===== src/design/fpwc_pkg.sv =====
// Shared widths, constants and beat structs for the flash phrase write combiner.
`default_nettype none
package fpwc_pkg;

	localparam int ADDR_W    = 32;
	localparam int BYTE_W    = 8;
	localparam int OUT_BYTES = 8;
	localparam int WDATA_W   = OUT_BYTES * BYTE_W;
	// reciprocal of the phrase size fits 33 bits for any size up to 16
	localparam int RECIP_W   = ADDR_W + 1;
	localparam int PROD_W    = ADDR_W + RECIP_W;

	localparam logic [BYTE_W-1:0] PAD_BYTE = 8'hFF;

	// item leaving the address stage
	typedef struct packed {
		logic              mode;
		logic [ADDR_W-1:0] addr;
		logic [BYTE_W-1:0] data;
		logic [PROD_W-1:0] prod;
	} addr_item_t;

	// one emitted phrase
	typedef struct packed {
		logic [ADDR_W-1:0]  waddr;
		logic [WDATA_W-1:0] wdata;
		logic               last;
	} result_t;

	// up to two phrases produced by one item
	typedef struct packed {
		logic [1:0] count;
		result_t    first;
		result_t    second;
	} result_pair_t;

endpackage
`default_nettype wire


===== src/design/fpwc_addr_stage.sv =====
// Input register, byte address tracking and reciprocal multiply for the phrase split.
`default_nettype none
module fpwc_addr_stage #(
	parameter int PHRASE_BYTES = 8
) (
	input  wire logic                        clk,
	input  wire logic                        arst_n,
	input  wire logic                        in_valid,
	output logic                             in_ready,
	input  wire logic                        mode,
	input  wire logic                        record_start,
	input  wire logic [fpwc_pkg::ADDR_W-1:0] address,
	input  wire logic [fpwc_pkg::BYTE_W-1:0] image_byte,
	output logic                             out_valid,
	input  wire logic                        out_ready,
	output fpwc_pkg::addr_item_t             item_s2
);
	import fpwc_pkg::*;

	localparam int SHIFT = $clog2(PHRASE_BYTES);
	// ceil(2^(32+SHIFT) / PHRASE_BYTES): exact floor division for any 32-bit address
	localparam logic [63:0] RECIP64 =
		((64'd1 << (ADDR_W + SHIFT)) + 64'(PHRASE_BYTES) - 64'd1) / 64'(PHRASE_BYTES);
	localparam logic [RECIP_W-1:0] RECIP = RECIP64[RECIP_W-1:0];

	logic              valid_s1;
	logic              mode_s1;
	logic              rstart_s1;
	logic [ADDR_W-1:0] address_s1;
	logic [BYTE_W-1:0] data_s1;
	logic              valid_s2;
	logic [ADDR_W-1:0] next_addr_q;

	logic              go_s1;
	logic [ADDR_W-1:0] addr;
	logic [PROD_W-1:0] prod;

	// handshake
	assign go_s1     = valid_s1 && (!valid_s2 || out_ready);
	assign in_ready  = !valid_s1 || go_s1;
	assign out_valid = valid_s2;

	// byte address and quotient product
	assign addr = rstart_s1 ? address_s1 : next_addr_q;
	assign prod = PROD_W'(addr) * PROD_W'(RECIP);

	// control
	always_ff @(posedge clk or negedge arst_n) begin
		if (!arst_n) begin
			valid_s1    <= 1'b0;
			valid_s2    <= 1'b0;
			next_addr_q <= '0;
		end else begin
			if (in_ready)
				valid_s1 <= in_valid;
			if (go_s1)
				valid_s2 <= 1'b1;
			else if (out_ready)
				valid_s2 <= 1'b0;
			// flush beats leave the running address alone
			if (go_s1 && !mode_s1)
				next_addr_q <= addr + ADDR_W'(1);
		end
	end

	// payload
	always_ff @(posedge clk) begin
		if (in_ready && in_valid) begin
			mode_s1    <= mode;
			rstart_s1  <= record_start;
			address_s1 <= address;
			data_s1    <= image_byte;
		end
		if (go_s1) begin
			item_s2.mode <= mode_s1;
			item_s2.addr <= addr;
			item_s2.data <= data_s1;
			item_s2.prod <= prod;
		end
	end

endmodule
`default_nettype wire


===== src/design/fpwc_phrase_stage.sv =====
// Open phrase state: continuity check, byte placement, padding and phrase emission.
`default_nettype none
module fpwc_phrase_stage #(
	parameter int PHRASE_BYTES = 8
) (
	input  wire logic                 clk,
	input  wire logic                 arst_n,
	input  wire logic                 in_valid,
	output logic                      in_ready,
	input  wire fpwc_pkg::addr_item_t item_s2,
	input  wire logic [1:0]           space,
	output logic                      push,
	output fpwc_pkg::result_pair_t    pair
);
	import fpwc_pkg::*;

	localparam int SHIFT = $clog2(PHRASE_BYTES);
	localparam int FW    = $clog2(PHRASE_BYTES + 1);
	localparam int KEEP  = (PHRASE_BYTES < OUT_BYTES) ? PHRASE_BYTES : OUT_BYTES;

	logic [BYTE_W-1:0] bytes_q [KEEP];
	logic [ADDR_W-1:0] phrase_addr_q;
	logic [FW-1:0]     fill_q;
	logic              holding_q;

	logic [ADDR_W-1:0]  quot;
	logic [ADDR_W-1:0]  base;
	logic [FW-1:0]      offset;
	logic [ADDR_W-1:0]  cont_addr;
	logic               brk;
	logic               start_new;
	logic [FW-1:0]      slot;
	logic [FW-1:0]      nf;
	logic               full;
	logic [BYTE_W-1:0]  nb [KEEP];
	logic [WDATA_W-1:0] old_data;
	logic [WDATA_W-1:0] new_data;
	logic [ADDR_W-1:0]  new_addr;
	logic [1:0]         n;

	// phrase split of the byte address
	assign quot   = ADDR_W'(item_s2.prod >> (ADDR_W + SHIFT));
	assign base   = quot * ADDR_W'(PHRASE_BYTES);
	assign offset = FW'(item_s2.addr - base);

	// continuity against the open phrase
	assign cont_addr = phrase_addr_q + ADDR_W'(fill_q);
	assign brk       = holding_q && (item_s2.addr != cont_addr);
	assign start_new = !holding_q || brk;
	assign slot      = start_new ? offset : fill_q;
	assign nf        = slot + FW'(1);
	assign full      = (nf == FW'(PHRASE_BYTES));
	assign new_addr  = start_new ? base : phrase_addr_q;

	// byte lanes: next contents, old phrase view, new phrase view
	for (genvar g = 0; g < OUT_BYTES; g++) begin : g_lane
		if (g < KEEP) begin : g_kept
			always_comb begin
				if (FW'(g) == slot)
					nb[g] = item_s2.data;
				else if (start_new && (FW'(g) < slot))
					nb[g] = PAD_BYTE;
				else
					nb[g] = bytes_q[g];
			end
			assign old_data[g*BYTE_W +: BYTE_W] = (FW'(g) < fill_q) ? bytes_q[g] : PAD_BYTE;
			assign new_data[g*BYTE_W +: BYTE_W] = nb[g];
		end else begin : g_pad
			assign old_data[g*BYTE_W +: BYTE_W] = PAD_BYTE;
			assign new_data[g*BYTE_W +: BYTE_W] = PAD_BYTE;
		end
	end

	// results for this item
	always_comb begin
		pair.first  = '{waddr: phrase_addr_q, wdata: old_data, last: 1'b1};
		pair.second = '{waddr: new_addr, wdata: new_data, last: 1'b1};
		if (item_s2.mode) begin
			n = holding_q ? 2'd1 : 2'd0;
		end else begin
			priority if (brk && full) begin
				n                = 2'd2;
				pair.first.last  = 1'b0;
			end else if (brk) begin
				n = 2'd1;
			end else if (full) begin
				n          = 2'd1;
				pair.first = pair.second;
			end else begin
				n = 2'd0;
			end
		end
		pair.count = n;
	end

	assign push     = in_valid && (n <= space);
	assign in_ready = !in_valid || push;

	// control state
	always_ff @(posedge clk or negedge arst_n) begin
		if (!arst_n) begin
			fill_q    <= '0;
			holding_q <= 1'b0;
		end else if (push) begin
			if (item_s2.mode) begin
				fill_q    <= '0;
				holding_q <= 1'b0;
			end else begin
				fill_q    <= full ? '0 : nf;
				holding_q <= !full;
			end
		end
	end

	// phrase contents and address
	always_ff @(posedge clk) begin
		if (push && !item_s2.mode) begin
			for (int i = 0; i < KEEP; i++)
				bytes_q[i] <= nb[i];
			if (start_new)
				phrase_addr_q <= base;
		end
	end

endmodule
`default_nettype wire


===== src/design/fpwc_out_fifo.sv =====
// Two-entry result queue taking up to two phrases per cycle, one beat out.
`default_nettype none
module fpwc_out_fifo (
	input  wire logic                   clk,
	input  wire logic                   arst_n,
	input  wire logic                   push,
	input  wire fpwc_pkg::result_pair_t pair,
	output logic [1:0]                  space,
	output logic                        out_valid,
	input  wire logic                   out_ready,
	output fpwc_pkg::result_t           head
);
	import fpwc_pkg::*;

	result_t    slot_q [2];
	logic       rd_q;
	logic       wr_q;
	logic [1:0] count_q;
	logic       pop;
	logic [1:0] n_in;

	assign out_valid = (count_q != 2'd0);
	assign pop       = out_valid && out_ready;
	assign space     = 2'd2 - count_q + {1'b0, pop};
	assign n_in      = push ? pair.count : 2'd0;
	assign head      = slot_q[rd_q];

	// pointers and fill level
	always_ff @(posedge clk or negedge arst_n) begin
		if (!arst_n) begin
			rd_q    <= 1'b0;
			wr_q    <= 1'b0;
			count_q <= 2'd0;
		end else begin
			if (pop)
				rd_q <= !rd_q;
			wr_q    <= wr_q ^ n_in[0];
			count_q <= count_q + n_in - {1'b0, pop};
		end
	end

	// entries
	always_ff @(posedge clk) begin
		if (n_in != 2'd0)
			slot_q[wr_q] <= pair.first;
		if (n_in == 2'd2)
			slot_q[!wr_q] <= pair.second;
	end

endmodule
`default_nettype wire


===== src/design/flash_phrase_write_combiner_core.sv =====
// Top level of the flash phrase write combiner.
//
// Slave stream: one beat per data byte or flush. A data beat with record_start
// set carries its byte address; otherwise the byte goes to the address after
// the previous byte. Bytes pack into aligned phrases of PHRASE_BYTES bytes.
// Master stream: one beat per emitted phrase (aligned address and 64-bit data,
// unfilled bytes 0xFF); tlast marks the last phrase caused by one input beat.
// A beat may cause none, one or two phrases (break in continuity plus a full
// phrase on the same byte).
// Throughput: one input beat per cycle, set by the phrase state update, while
// the output queue has room; an item, also one yielding two phrases, holds the
// input only when the two-entry output queue lacks room.
// Path from input acceptance to the first output beat: input register,
// address/multiply register, output queue.
// Reset: no open phrase, running byte address zero, pipeline and queue empty.
// A stalled receiver fills the output queue, then back-pressure reaches
// s_tready; nothing is dropped.
`default_nettype none
module flash_phrase_write_combiner_core #(
	parameter int PHRASE_BYTES = 8
) (
	input  wire logic        clk,
	input  wire logic        arst_n,
	input  wire logic        s_tvalid,
	output logic             s_tready,
	input  wire logic [39:0] s_tdata,   // address[31:0], image_byte[39:32]
	input  wire logic [1:0]  s_tuser,   // mode[0], record_start[1]
	output logic             m_tvalid,
	input  wire logic        m_tready,
	output logic [95:0]      m_tdata,   // write_address[31:0], write_data[95:32]
	output logic             m_tlast    // last_of_run
);
	import fpwc_pkg::*;

	addr_item_t   item_s2;
	logic         item_valid;
	logic         item_ready;
	logic [1:0]   space;
	logic         push;
	result_pair_t pair;
	result_t      head;

	fpwc_addr_stage #(.PHRASE_BYTES(PHRASE_BYTES)) u_addr (
		.clk          (clk),
		.arst_n       (arst_n),
		.in_valid     (s_tvalid),
		.in_ready     (s_tready),
		.mode         (s_tuser[0]),
		.record_start (s_tuser[1]),
		.address      (s_tdata[31:0]),
		.image_byte   (s_tdata[39:32]),
		.out_valid    (item_valid),
		.out_ready    (item_ready),
		.item_s2      (item_s2)
	);

	fpwc_phrase_stage #(.PHRASE_BYTES(PHRASE_BYTES)) u_phrase (
		.clk      (clk),
		.arst_n   (arst_n),
		.in_valid (item_valid),
		.in_ready (item_ready),
		.item_s2  (item_s2),
		.space    (space),
		.push     (push),
		.pair     (pair)
	);

	fpwc_out_fifo u_fifo (
		.clk       (clk),
		.arst_n    (arst_n),
		.push      (push),
		.pair      (pair),
		.space     (space),
		.out_valid (m_tvalid),
		.out_ready (m_tready),
		.head      (head)
	);

	assign m_tdata = {head.wdata, head.waddr};
	assign m_tlast = head.last;

endmodule
`default_nettype wire


===== config.mk =====
export PLATFORM = sky130hd
export DESIGN_NAME = flash_phrase_write_combiner_core
export DESIGN_NICKNAME = d
export VERILOG_FILES = /design/src/design/fpwc_pkg.sv /design/src/design/fpwc_addr_stage.sv /design/src/design/fpwc_phrase_stage.sv /design/src/design/fpwc_out_fifo.sv /design/src/design/flash_phrase_write_combiner_core.sv
export SDC_FILE = /design/constraint.sdc
export NUM_CORES = 1
export LEC_CHECK = 0
export BUFFER_PORTS_ARGS = -buffer_cell sky130_fd_sc_hd__buf_4
export CAP_MARGIN = 20
export CORE_ASPECT_RATIO = 1.4
export CORE_MARGIN = 2
export CORE_UTILIZATION = 58
export DETAILED_ROUTE_END_ITERATION = 8
export GPL_TIMING_DRIVEN = 0
export PLACE_DENSITY = 0.77
export SYNTH_ARGS = -nofsm -noshare
export SYNTH_HDL_FRONTEND = slang
export SYNTH_SLANG_ARGS = --single-unit

===== constraint.sdc =====
create_clock -name clk -period 29 [get_ports clk]
set_input_delay 0 -clock clk [delete_from_list [all_inputs] [get_ports clk]]
set_output_delay 0 -clock clk [all_outputs]
set_load 0.005 [all_outputs]

==> parameters.txt <==
Parameter                              Value

Timing
  Max Freq ... about 0.11 GHz
  Finish-stage setup viols ... 0
  Ratio of final minimum period to clock period ... 0.317
  Number of max-slew violations in the final report ... 0
  Final count of hold timing violations ... 4
  Sum of negative setup slack ... 0 ps
  Max Clock Skew ... between 30 and 40 ps
  Worst slack on hold paths ... -5.11 ps
  Unrepaired setup endpoints after global routing ... false
  Post-layout min period ... 9180 ps
  Rel. slew slack ... 0.329
  Slew at the pin with the worst max-slew slack ... between 900 and 1000 ps

Yosys
  Synth Register Bits ... 416
  Main combinational cell family by area after synthesis ... compound AO/OA/AOI/OAI gates
  Cell area after synthesis ... 0.0213 sq mm
  Biggest area contributors in the synthesized netlist ... edfxtp_1 (52%), mux2_2 (7.6%), dfrtp_1 (5.0%), nor2_1 (3.2%), mux2i_1 (3.0%)
  Number of warnings issued by yosys ... 0
  Simple-gate area share of the yosys netlist ... 0.118
  Post-Synthesis Cells ... 1791
  Top_reg_cell synth ... edfxtp_1
  Compound-gate portion of the synthesized area ... 0.122
  Portion of the post-synthesis area used by sequential elements ... 0.574
  Post-synth ARST share ... 0.103
  Synth Area in Adders ... 0.00914
  Net count after synthesis ... between 1500 and 2000
  Distinct cells, synth ... 80
  Xor/xnor cell area share of the yosys netlist ... 0.0314
  Number of flops mapped to enable cells by yosys ... between 300 and 400
  Area share of the largest cell type after synthesis ... 0.522
  Post-Synthesis Mean Instance Area ... around 12 sq um
  Multiplexer share of the synthesized area ... 0.108
  Yosys top cell by area ... edfxtp_1

Setup path
  Worst Path Required ... ~29000 ps
  Type of the setup path with the least slack ... reg2reg
  Maximum fanout count along the critical path ... between 50 and 60
  Highest cell delay on the worst timing path ... just over 600 ps
  Cell class contributing the biggest share of worst-path delay ... buffers and inverters
  Worst path most repeated cell ... inv_1
  Worst setup SP type ... flip-flop
  CP bufs+invs ... 11
  Max stage delay cell, worst path ... o31ai_1
  Critical Path AT ... around 9400 ps
  Crit end category ... flip-flop

Status
  Result of the run ... finished with violations
  Violated checks ... negative hold slack

GRT
  Vias in the first global route ... 16200
  Pin count of the biggest net entering global routing ... 54
  Global-route wire length before repair ... about 90 mm
  Residual overflow from global routing ... 0
  Antenna violations before repair ... 0
  Global Route Usage Sum ... 0.302

Finish
  Nets ... 2091
  Area growth from synthesis to final layout ... 16.4%
  Highest-count cells in the layout ignoring fill and taps ... edfxtp_1 (371), nor2_1 (181), buf_4 (153)
  Most common cell after layout, fill and taps aside ... edfxtp_1
  Final non-filler cell area ... about 0.025 sq mm
  ANT cells ... 0
  Layout cells sized above 1 ... 0.211
  Filler cell count in the final layout ... around 2700

Power
  Clk network pwr share ... 0.165
  Total power draw ... approximately 3000 uW
  Switch Pwr ... approximately 1200 uW
  Part of the total power dissipated in sequential elements ... 0.384
  P per Cell Area ... between 100 and 150 mW/mm^2
  Part of the total power dissipated in combinational logic ... 0.451
  Pleak ... between 0.008 and 0.009 uW
  Peak supply drop ... between 0.07 and 0.08 mV
  P_int ... 1800 uW
  Net switching share of the total power ... 0.398

CTS
  CTS HTree Levels ... 2
  CTS tree ... done
  Max Buffers Root-to-Sink ... 3
  Master cell of the clock root buffer ... clkbuf_16
  Clk slew on worst S/H paths ... ~70 ps
  Clock sink count ... approximately 420
  TritonCTS Buffers ... 40
  Skew-Pair Late Insertion Delay ... 570 ps

Placed design
  Buffers added on ports ... about 140
  HPWL after detailed placement ... just over 40 mm
  Total cell area at the placement stage ... 0.0232 sq mm
  Global placement routability congestion ... between 0.9 and 1

Floorplan
  Starting density of the core ... 0.586
  Floorplan die area ... between 0.03 and 0.04 sq mm
  Num ports ... about 150
  DIE WIDTH ... approximately 170 um
  Core Region ... about 0.036 sq mm
  Row Count ... 83
  Die outline height ... between 200 and 250 um

Drt
  Drt via density ... around 6.4
  Residual antenna-violating net count after detailed routing ... 0
  Iter 0 DRT Violations ... 1711
  Final routed DRC violation total ... 0
  Wirelength, routed ... roughly 59 mm
  Routed wire length per instance ... ~23 um
  Detailed-routing iteration count for the pre-antenna-repair pass ... 6
  Vias after detailed routing ... between 15000 and 20000

Hold path
  Class of the tightest hold or removal check ... in2async

Flow run
  Max-capacitance violation count ... 0
repair_timing:
action | 4_1_cts | 5_1_grt
setup buffers | 0 | 0
hold buffers | 45 | 0
gates resized for setup | 0 | 0
hold endpoints to repair | 95 | 0
layout make-up:
cell class	instances	area (sq um)	share of cell area
repair buffers	197	1690	0.0682
flip-flops and latches	416	12300	0.493
clock buffers	52	1080	0.0434
clock inverters	20	116	0.00468
well taps	467	584	0.0235
plain buffers	123	561	0.0226
inverters	65	244	0.00982
multi-input cells	1187	8310	0.334
worst reg2reg max path: cells and delay by family, from the launching register on:
family	cells	cell delay (ps)
simple gates	7	1610
buf+inv	11	3450
mux	2	700
flops	1	350
fa+ha+maj	4	1240
compound gates	5	1500
final timing paths:
path	startpoint	to	slack, ps	cells after the start
min reg2reg	u_addr.data_s1[5]	u_addr.item_s2[70]	410	0
max in group asynchronous	arst_n	u_fifo.wr_q	28530	2
max reg2reg	u_phrase.fill_q[1]	u_fifo.slot_q[1][61]	19820	29
min in group clk	s_tdata[20]	u_addr.address_s1[20]	160	2
min	arst_n	u_addr.next_addr_q[22]	-5	2
max	u_phrase.fill_q[1]	u_fifo.slot_q[1][61]	19820	29
synthesized netlist by cell type (14+ instances only):
| cell type | number |
|---|---|
| and2_1 | 17 |
| xnor2_1 | 41 |
| nand3_1 | 27 |
| nor2_1 | 182 |
| clkbuf_1 | 64 |
| nand2b_1 | 16 |
| o21ai_0 | 75 |
| nor2b_1 | 24 |
| a21oi_1 | 25 |
| xor2_1 | 33 |
| mux2_2 | 145 |
| a21boi_0 | 16 |
| edfxtp_1 | 371 |
| mux2i_1 | 64 |
| o2bb2ai_1 | 16 |
| nor3_1 | 53 |
| dfrtp_1 | 43 |
| inv_1 | 64 |
| nand2_1 | 125 |
| o22ai_1 | 63 |
| ha_1 | 14 |
| nor4_1 | 16 |
| o32ai_1 | 64 |
| and3_1 | 14 |
| buf_2 | 41 |
| a22o_1 | 28 |
kinds of logic after synthesis:
group,after synthesis
buffers and inverters,188
flip-flops,416
AND/OR/NAND/NOR,527
multiplexers,211
adder cells (fa/ha/maj),15
XOR/XNOR,75
AO/OA/AOI/OAI,359
per-stage QoR:
stage,util,std cells,setup WS [ps]
floorplan,-,1791,18990
global placement,0.631,2402,15000
detailed placement,0.636,2410,20010
CTS,0.681,2527,19920
global route,0.681,2527,19340
finish,0.681,2527,19820
sequential cells by signal (all words and copies together) (netlist names):
name                    flops
u_addr.address_s1          32
u_addr.data_s1              8
u_addr.item_s2             41
u_addr.mode_s1              1
u_addr.next_addr_q         32
u_addr.out_valid            1
u_addr.rstart_s1            1
u_addr.valid_s1             1
u_fifo.count_q              2
u_fifo.rd_q                 1
u_fifo.slot_q             194
u_fifo.wr_q                 1
u_phrase.bytes_q           64
u_phrase.fill_q             4
u_phrase.holding_q          1
u_phrase.phrase_addr_q     32
power by group through the flow:
stage,registers (uW),logic (uW),clock network (uW)
global placement,1190,1250,0
CTS,1140,1340,498
global route,1170,1450,519
detailed placement,1150,1320,0
floorplan,1130,846,0
finish,1150,1350,494
layer usage:
metal / routed length [um] / vias to the layer above / track usage
li1: - / 7220 / -
met1: 20300 / 7812 / 0.330
met2: 31500 / 834 / 0.566
met3: 3880 / 199 / 0.0375
met4: 3400 / 0 / 0.169
met5: 0 / - / 0
No activity file was read; power rests on OpenSTA's default activity.
